--- src/design/owtd_pkg.sv ---
package owtd_pkg;

  localparam int unsigned ByteW      = 8;
  localparam int unsigned CountW     = 4;
  localparam int unsigned RawW       = 16;
  localparam int unsigned TempW      = 19;
  localparam int unsigned ProdW      = 23;
  localparam int unsigned ScaleShift = 4;

  localparam logic [CountW-1:0] LastByteIdx = 4'd8;
  localparam logic [ByteW-1:0]  CrcPolyRefl = 8'h8C;
  localparam logic [ProdW-1:0]  ScaleMul    = 23'd100;
  localparam logic [ProdW-1:0]  RoundBias   = 23'd15;

  localparam logic StatusOk  = 1'b0;
  localparam logic StatusErr = 1'b1;

  typedef logic [ByteW-1:0]        byte_t;
  typedef logic [CountW-1:0]       count_t;
  typedef logic signed [TempW-1:0] temp_t;

  // reflected crc-8, one byte per call
  function automatic byte_t crc8_update(byte_t crc, byte_t data);
    byte_t v;
    v = crc ^ data;
    for (int i = 0; i < ByteW; i++) begin
      v = v[0] ? ((v >> 1) ^ CrcPolyRefl) : (v >> 1);
    end
    return v;
  endfunction

  // raw * 100 / 16 with truncation toward zero
  function automatic temp_t scale_temp(logic [RawW-1:0] raw);
    logic signed [ProdW-1:0] prod;
    logic signed [ProdW-1:0] biased;
    prod   = $signed({{(ProdW-RawW){raw[RawW-1]}}, raw}) * $signed(ScaleMul);
    biased = prod[ProdW-1] ? (prod + $signed(RoundBias)) : prod;
    return temp_t'(biased[ProdW-1:ScaleShift]);
  endfunction

endpackage

--- src/design/owtd_if.sv ---
interface owtd_in_if import owtd_pkg::*; ();
  logic  valid;
  logic  ready;
  logic  frame_start;
  byte_t data_byte;

  modport source (output valid, output frame_start, output data_byte, input ready);
  modport sink   (input valid, input frame_start, input data_byte, output ready);
endinterface

interface owtd_out_if import owtd_pkg::*; ();
  logic  valid;
  logic  ready;
  temp_t temperature_centi;
  logic  status;

  modport source (output valid, output temperature_centi, output status, input ready);
  modport sink   (input valid, input temperature_centi, input status, output ready);
endinterface

--- src/design/onewire_scratchpad_temp_decoder.sv ---
// Scratchpad decoder for a 1-Wire temperature sensor.
// in_i carries one scratchpad byte per transaction with a frame_start flag
// that restarts the frame at that byte. Bytes 0..7 feed a running reflected
// crc-8 (poly 0x31, init 0); bytes 0 and 1 are kept as the raw temperature.
// The ninth byte is the received crc and yields one transaction on out_o:
// status ok and temperature in hundredths of a degree, or status error and
// zero on a crc mismatch.
// Throughput: one byte per cycle unless stalled. The crc step and the
// constant scale sit between frame state registers and result register.
// Latency: the result is valid in the cycle after the ninth byte is taken.
// Reset clears the byte count, the crc and the result valid; no clearing
// pass is needed, bytes are taken from the first cycle after reset.
// When the receiver stalls the result is held in its register; bytes 0..7
// of the next frame are still taken, and only the ninth byte waits for
// the pending result to leave.
module onewire_scratchpad_temp_decoder import owtd_pkg::*; (
  input  logic       clk_i,
  input  logic       rst_ni,
  owtd_in_if.sink    in_i,
  owtd_out_if.source out_o
);

  count_t count_q, count_d;
  byte_t  crc_q, crc_d;
  byte_t  lo_q, lo_d;
  byte_t  hi_q, hi_d;
  logic   out_valid_q, out_valid_d;
  temp_t  temp_q, temp_d;
  logic   status_q, status_d;

  count_t cnt_eff;
  byte_t  crc_eff;
  logic   is_last;
  logic   in_acc;
  logic   out_free;

  assign out_free  = !out_valid_q || out_o.ready;
  assign in_i.ready = out_free || !is_last;
  assign in_acc    = in_i.valid && in_i.ready;

  assign cnt_eff = in_i.frame_start ? '0 : count_q;
  assign crc_eff = in_i.frame_start ? '0 : crc_q;
  assign is_last = (cnt_eff >= LastByteIdx);

  always_comb begin
    count_d     = count_q;
    crc_d       = crc_q;
    lo_d        = lo_q;
    hi_d        = hi_q;
    out_valid_d = out_valid_q && !out_o.ready;
    temp_d      = temp_q;
    status_d    = status_q;
    if (in_acc) begin
      if (!is_last) begin
        if (cnt_eff == count_t'(0)) lo_d = in_i.data_byte;
        if (cnt_eff == count_t'(1)) hi_d = in_i.data_byte;
        crc_d   = crc8_update(crc_eff, in_i.data_byte);
        count_d = cnt_eff + count_t'(1);
      end else begin
        count_d     = '0;
        crc_d       = '0;
        out_valid_d = 1'b1;
        if (crc_eff == in_i.data_byte) begin
          temp_d   = scale_temp({hi_q, lo_q});
          status_d = StatusOk;
        end else begin
          temp_d   = '0;
          status_d = StatusErr;
        end
      end
    end
  end

  always_ff @(posedge clk_i or negedge rst_ni) begin
    if (!rst_ni) begin
      count_q     <= '0;
      crc_q       <= '0;
      lo_q        <= '0;
      hi_q        <= '0;
      out_valid_q <= 1'b0;
    end else begin
      count_q     <= count_d;
      crc_q       <= crc_d;
      lo_q        <= lo_d;
      hi_q        <= hi_d;
      out_valid_q <= out_valid_d;
    end
  end

  always_ff @(posedge clk_i) begin
    temp_q   <= temp_d;
    status_q <= status_d;
  end

  assign out_o.valid             = out_valid_q;
  assign out_o.temperature_centi = temp_q;
  assign out_o.status            = status_q;

`ifndef NO_ASSERTIONS
  a_count_range: assert property (@(posedge clk_i) disable iff (!rst_ni)
    count_q <= LastByteIdx)
    else $error("byte count out of range");

  a_result_from_last: assert property (@(posedge clk_i) disable iff (!rst_ni)
    $rose(out_valid_q) |-> $past(in_acc && is_last))
    else $error("result without a ninth byte");

  a_err_zero: assert property (@(posedge clk_i) disable iff (!rst_ni)
    out_valid_q && (status_q == StatusErr) |-> temp_q == '0)
    else $error("error result with nonzero temperature");

  a_frame_wrap: assert property (@(posedge clk_i) disable iff (!rst_ni)
    in_acc && is_last |=> count_q == '0 && crc_q == '0)
    else $error("frame state not cleared after ninth byte");

  a_no_overwrite: assert property (@(posedge clk_i) disable iff (!rst_ni)
    in_acc && is_last |-> out_free)
    else $error("pending result overwritten");
`endif

endmodule

--- src/flat_wrapper.sv ---
// flat-port wrapper written by rule: the top's interface ports become plain ports
module onewire_scratchpad_temp_decoder_flat import owtd_pkg::*;
  (clk_i, rst_ni, in_i_valid, in_i_frame_start, in_i_data_byte, in_i_ready, out_o_valid, out_o_temperature_centi, out_o_status, out_o_ready);
  owtd_in_if in_i_i ();
  owtd_out_if out_o_i ();
  input  logic clk_i;
  input  logic rst_ni;
  input wire logic [$bits(in_i_i.valid)-1:0] in_i_valid;
  input wire logic [$bits(in_i_i.frame_start)-1:0] in_i_frame_start;
  input wire logic [$bits(in_i_i.data_byte)-1:0] in_i_data_byte;
  output wire logic [$bits(in_i_i.ready)-1:0] in_i_ready;
  output wire logic [$bits(out_o_i.valid)-1:0] out_o_valid;
  output wire logic [$bits(out_o_i.temperature_centi)-1:0] out_o_temperature_centi;
  output wire logic [$bits(out_o_i.status)-1:0] out_o_status;
  input wire logic [$bits(out_o_i.ready)-1:0] out_o_ready;
  assign in_i_i.valid = in_i_valid;
  assign in_i_i.frame_start = in_i_frame_start;
  assign in_i_i.data_byte = in_i_data_byte;
  assign in_i_ready = in_i_i.ready;
  assign out_o_valid = out_o_i.valid;
  assign out_o_temperature_centi = out_o_i.temperature_centi;
  assign out_o_status = out_o_i.status;
  assign out_o_i.ready = out_o_ready;
  onewire_scratchpad_temp_decoder u_core (.clk_i(clk_i), .rst_ni(rst_ni), .in_i(in_i_i), .out_o(out_o_i));
endmodule
--- config.mk ---
export PLATFORM = sky130hd
export DESIGN_NAME = onewire_scratchpad_temp_decoder_flat
export DESIGN_NICKNAME = d
export VERILOG_FILES = /design/src/design/owtd_pkg.sv /design/src/design/owtd_if.sv /design/src/design/onewire_scratchpad_temp_decoder.sv /design/src/flat_wrapper.sv
export SDC_FILE = /design/constraint.sdc
export NUM_CORES = 1
export LEC_CHECK = 0
export CAP_MARGIN = 30
export CORE_MARGIN = 4
export CORE_UTILIZATION = 60
export DETAILED_ROUTE_END_ITERATION = 6
export DONT_BUFFER_PORTS = 1
export GPL_TIMING_DRIVEN = 1
export PLACE_DENSITY_LB_ADDON = 0.15
export SYNTH_ARGS = -nofsm -noshare
export SYNTH_HDL_FRONTEND = slang
export SYNTH_SLANG_ARGS = --single-unit
--- constraint.sdc ---
create_clock -name clk_i -period 5.4 [get_ports clk_i]
set_clock_uncertainty 0.1 [all_clocks]
set_input_delay 0.27 -clock clk_i [delete_from_list [all_inputs] [get_ports clk_i]]
set_output_delay 0.27 -clock clk_i [all_outputs]
set_load 0.01 [all_outputs]
-- Word-level counts from Yosys, hierarchy flattened
Index checks and enable logic that the tools add are counted.
- memories: 0
- bits in read-only memories: 0
- bits of input ports: 13
- register bits: 49
- word-level logic and storage cells: 52
- RAM bits: 0
- latch bits: 0
- equal/unequal tests: 2
- multiply operators: 1
- multiplexer cells: 16
- div/mod/pow operators: 0
- reduce and logical (&&, ||, !) cells: 12
- order comparisons: 1
- bitwise logic cells: 10
- shift-type cells: 0
- $add $sub $neg: 2
- operator list (operator ; number):
    2-to-1 mux 8 bit ; 10
    NOT 2 -> 3 bit ; 8
    adder 23 x 5 -> 23 bit, second input constant ; 1
    2-to-1 mux 22 bit ; 1
    multiplier 16 x 6 -> 21 bit, second input constant ; 1
    equality test 8 bit ; 1
    2-to-1 mux 4 bit ; 2
    XOR 8 bit ; 1
    AND reduction 3 bit ; 2
    adder 4 x 1 -> 4 bit, second input constant ; 1
    equality test 4 x 1 -> 1 bit, second input constant ; 1
    greater-or-equal comparator 4 bit, second input constant ; 1
    logical NOT 4 bit ; 1
    AND reduction 2 bit ; 2
    logical NOT 1 bit ; 3
    2-to-1 mux 1 bit ; 3
    logical AND 1 bit ; 2
    logical OR 1 bit ; 2
    NOT 1 bit ; 1

-- Depth between registers and ports, before layout
- depth in word-level cells: 19
- depth in mapped cells: 16
- depth with buffers taken out: 16

-- Worst setup path before layout
Ideal clock, no wire load.
- kind: register -> register
- from: register u_core.lo_q[1]
- to: register u_core.temp_q[16] (netlist: u_core.out_o.temperature_centi[16]) (data pin)
- setup time: 0.266 ns
- setup slack: 1.344 ns
- period minus slack after synthesis: 4.056 ns
- stages on the path, launching flop included: 17
- data arrival time: 3.690 ns
- cells stage by stage: dfrtp_1 inv_1 ha_1 inv_1 fa_1 ha_1 ha_1 inv_1 fa_1 nand2b_1 o2bb2ai_1 and4b_1 o311ai_0 nor4b_2 and4bb_2 xnor2_1 nor2_1
- longest elaborated chain between the ends: 3
- ends and longest elaborated chain (element ; RTL line ; RTL):
    start, declared ; onewire_scratchpad_temp_decoder.sv:25 ; byte_t lo_q, lo_d;
    start signal, assigned ; onewire_scratchpad_temp_decoder.sv:84 ; lo_q <= lo_d;
    multiplier 16 x 6 -> 21 bit (*) ; owtd_pkg.sv:36 ; prod = $signed({{(ProdW-RawW){raw[RawW-1]}}, raw}) * $signed(ScaleMul);
    adder 23 x 5 -> 23 bit ; owtd_pkg.sv:37 ; biased = prod[ProdW-1] ? (prod + $signed(RoundBias)) : prod;
    2-to-1 mux 22 bit (*) ; owtd_pkg.sv:37 ;
    end signal, assigned ; onewire_scratchpad_temp_decoder.sv:91 ; temp_q <= temp_d;
    end, declared ; onewire_scratchpad_temp_decoder.sv:28 ; temp_t temp_q, temp_d;
Every way passes the cells marked *; elsewhere a longest branch is shown, timed or not.
A chain may end at the register's enable or synchronous reset.

-- Final worst setup path
- from: register u_core.lo_q[5]
- to: register u_core.temp_q[15] (netlist: u_core.out_o.temperature_centi[15]) (data pin)
Same word-level chain as after synthesis.

==> flow_summary_export.csv <==
group,metric,value,unit
timing,slew_viol_final,0,
floorplan,start_util,0.6260,
synth,syn_nets,508,
clocking,hold_buffers,12,
synth,syn-cell-area,4300,sq um
clocking,cts_tree,"yes",
worst_setup_path,cp-start-kind,"register",
timing,slew_headroom,0.3855,
synth,ys.flop_type,"dfrtp_1",
global_routing,grt_usage,0.1980,
clocking,cts_buffer_depth,2,
layout,areaGrowthSynthToFinish,7.012,%
synth,syn_avg_cell_area,10.05,sq um
outcome,outcome,"finished, final reports clean",
synth,synth.top_cells.by_area,"dfrtp_1 17%, ha_1 15%, edfxtp_1 14%",
floorplan,fp.dieArea,8586,sq um
clocking,numCtsBuffers,5,
floorplan,die_h,92.66,um
worst_setup_path,cp.arrival,4.40,ns
clocking,clock_latency,0.31,ns
timing,worst_pin_slew,0.9218,ns
global_routing,grt_max_degree,30,
clocking,root_buffer,"clkbuf_8",
min_path,hp-class,"input pin to register",
floorplan,core_area,6869,sq um
timing,rsz0062_at_grt,"no",
timing,finalHoldViolCount,0,
route,drcViolationCount,0,
clocking,cts_num_sinks,49,
layout,nNetsFinal,517,
timing,fin_crit,4.466,ns
route,wire_per_inst,14.96,um
flow_run,drv_cap,0,
clocking,cts.repair.resized,0,
route,dr.first_iter.drc_count,186,
synth,synth_seq_cells,49,
layout,antenna_cells,0,
route,ant_nets,0,
route,wirelength,7987,um
clocking,cts_max_level,2,
worst_setup_path,cp.required,5.33,ns
floorplan,die_x,92.66,um
floorplan,rows,30,
synth,synth-async-reset-ratio,0.5918,
placement,placedCellCount,513,
worst_setup_path,path_max_fanout,21,
global_routing,grt_pass1_wl,13940,um
timing,period_share,0.8270,
synth,yosys.area.top_type,"dfrtp_1",
synth,yosys.cell_types.count,59,
layout,drive_gt1_frac,0.08904,
worst_setup_path,endpoint_kind,"register",
placement,io_buffer_count,0,
route,vias_per_cell,5.856,
timing,final.setup.tns,0,ns
synth,yosysSeqAreaShare,0.3084,
global_routing,grt_overflow,0,
clocking,cts_setup_buffers,0,
placement,hpwl,6360,um
floorplan,io-pin-count,35,
global_routing,antenna_found_initial,0,
synth,syn_inst,428,
route,vias,3127,
synth,synth_top_area_share,0.1688,
synth,yosysWarningCount,0,
worst_setup_path,criticalPathCategory,"register to register",
layout,fin_cells,534,
timing,setup_viol,0,
route,dr.pass1.iters,4,
global_routing,first_global_vias,3003,
placement,gp_congestion,0.9063,
clocking,clk_pin_slew,0.10,ns
timing,fmaxAchievable,223.9,MHz
synth,synth_edf_count,20,
-- registers in the layout, summed over array words and instances (netlist names) --
| signal | flops |
|---|---|
| u_core.lo_q | 8 |
| u_core.count_q | 4 |
| u_core.crc_q | 8 |
| u_core.out_o.temperature_centi | 19 |
| u_core.out_o.valid | 1 |
| u_core.out_o.status | 1 |
| u_core.hi_q | 8 |
-- worst max-delay path: stages (launching register included) --
cell	delay [ns]
dfrtp_1	0.45
ha_1	0.34
fa_1	0.46
ha_1	0.31
ha_1	0.41
and2_4	0.21
a221o_1	0.35
o2111ai_2	0.26
a41oi_1	0.16
xor2_1	0.19
buf_4	0.22
nor3_1	0.42
and4_1	0.25
nor3_1	0.05
-- Yosys cell counts, types with 8 or more instances --
cell type / instances
a21o_1: 8
a21oi_1: 15
clkbuf_1: 9
dfrtp_1: 29
edfxtp_1: 20
fa_1: 14
ha_1: 53
inv_1: 21
mux2_2: 16
nand2_1: 27
nor2_1: 30
nor2b_1: 11
nor3_1: 14
o21ai_0: 24
xnor2_1: 36
xor2_1: 11
-- cell usage in the layout, fill, tap and decap left out, types with 4 or more instances in the layout --
master         netlist  routed
o211ai_1             5       5
or3_1                7       7
dlygate4sd3_1        0      12
nand2_1             27      27
ha_1                53      53
nor2_1              30      30
o21ai_0             24      24
nand2b_1             5       5
clkbuf_8             0       5
edfxtp_1            20      20
dfrtp_1             29      29
a21o_1               8       8
nor2b_1             11      11
xnor2_1             36      36
mux2_2              16      16
and3_1               5       5
and2_1               5       5
xor2_1              11      11
fa_1                14      14
inv_1               21      21
a31oi_1              4       4
nand3_1              4       4
a21oi_1             15      15
nor3_1              14      14
-- metal layers --
| layer | global-route usage | vias up | share of wire |
|---|---|---|---|
| met2 | 0.3184 | 73 | 0.47 |
| met1 | 0.2759 | 1486 | 0.47 |
| met5 | 0 | - | 0 |
| met3 | 0.03899 | 12 | 0.041 |
| li1 | - | 1556 | - |
| met4 | 0.04884 | 0 | 0.014 |
-- cells by family after synthesis --
group	count (synthesis)	synth area share
flip-flops	49	0.3084
XOR/XNOR	47	0.09572
buffers and inverters	34	0.03375
AND/OR/NAND/NOR	133	0.1722
multiplexers	18	0.04655
adder cells (fa/ha/maj)	67	0.2194
AO/OA/AOI/OAI	80	0.1239
-- through the flow --
stage                     hold slack, ns  cell area, sq um    util  setup slack, ns
after global placement           -0.1247              4369  0.6361            1.106
after floorplan                  -0.1256              4300       -            1.344
after global routing             0.01758              4602  0.6699           0.5741
final                            0.02792              4602  0.6699           0.9342
after detailed placement         -0.1247              4369  0.6361           0.9913
after CTS                       0.001415              4592  0.6685           0.9478
-- worst paths after layout --
kind / slack, ns / to / depth (start not counted) / startpoint
setup / recovery: 0.93 / u_core.out_o.temperature_centi[15] / 13 / u_core.lo_q[5]
hold / removal: 0.03 / u_core.count_q[1] / 1 / in_i_valid
setup reg to reg: 0.93 / u_core.out_o.temperature_centi[15] / 13 / u_core.lo_q[5]
hold reg to reg: 0.38 / u_core.crc_q[4] / 2 / u_core.crc_q[4]
max in group asynchronous: 4.72 / u_core.lo_q[2] / 2 / rst_ni
min in group asynchronous: 0.31 / u_core.crc_q[7] / 2 / rst_ni
-- final cells by class --
cell class | instances | area [sq um]
multi-input combinational | 345 | 2829
fill | 557 | 2267
sequential | 49 | 1326
timing repair buffer | 15 | 155.1
tap | 96 | 120.1
inverter | 21 | 78.83
clock buffer | 5 | 68.82
clock inverter | 3 | 23.77
Power is not shown: default switching activity piles up to over one toggle a cycle in this logic, so the estimate is an artifact.
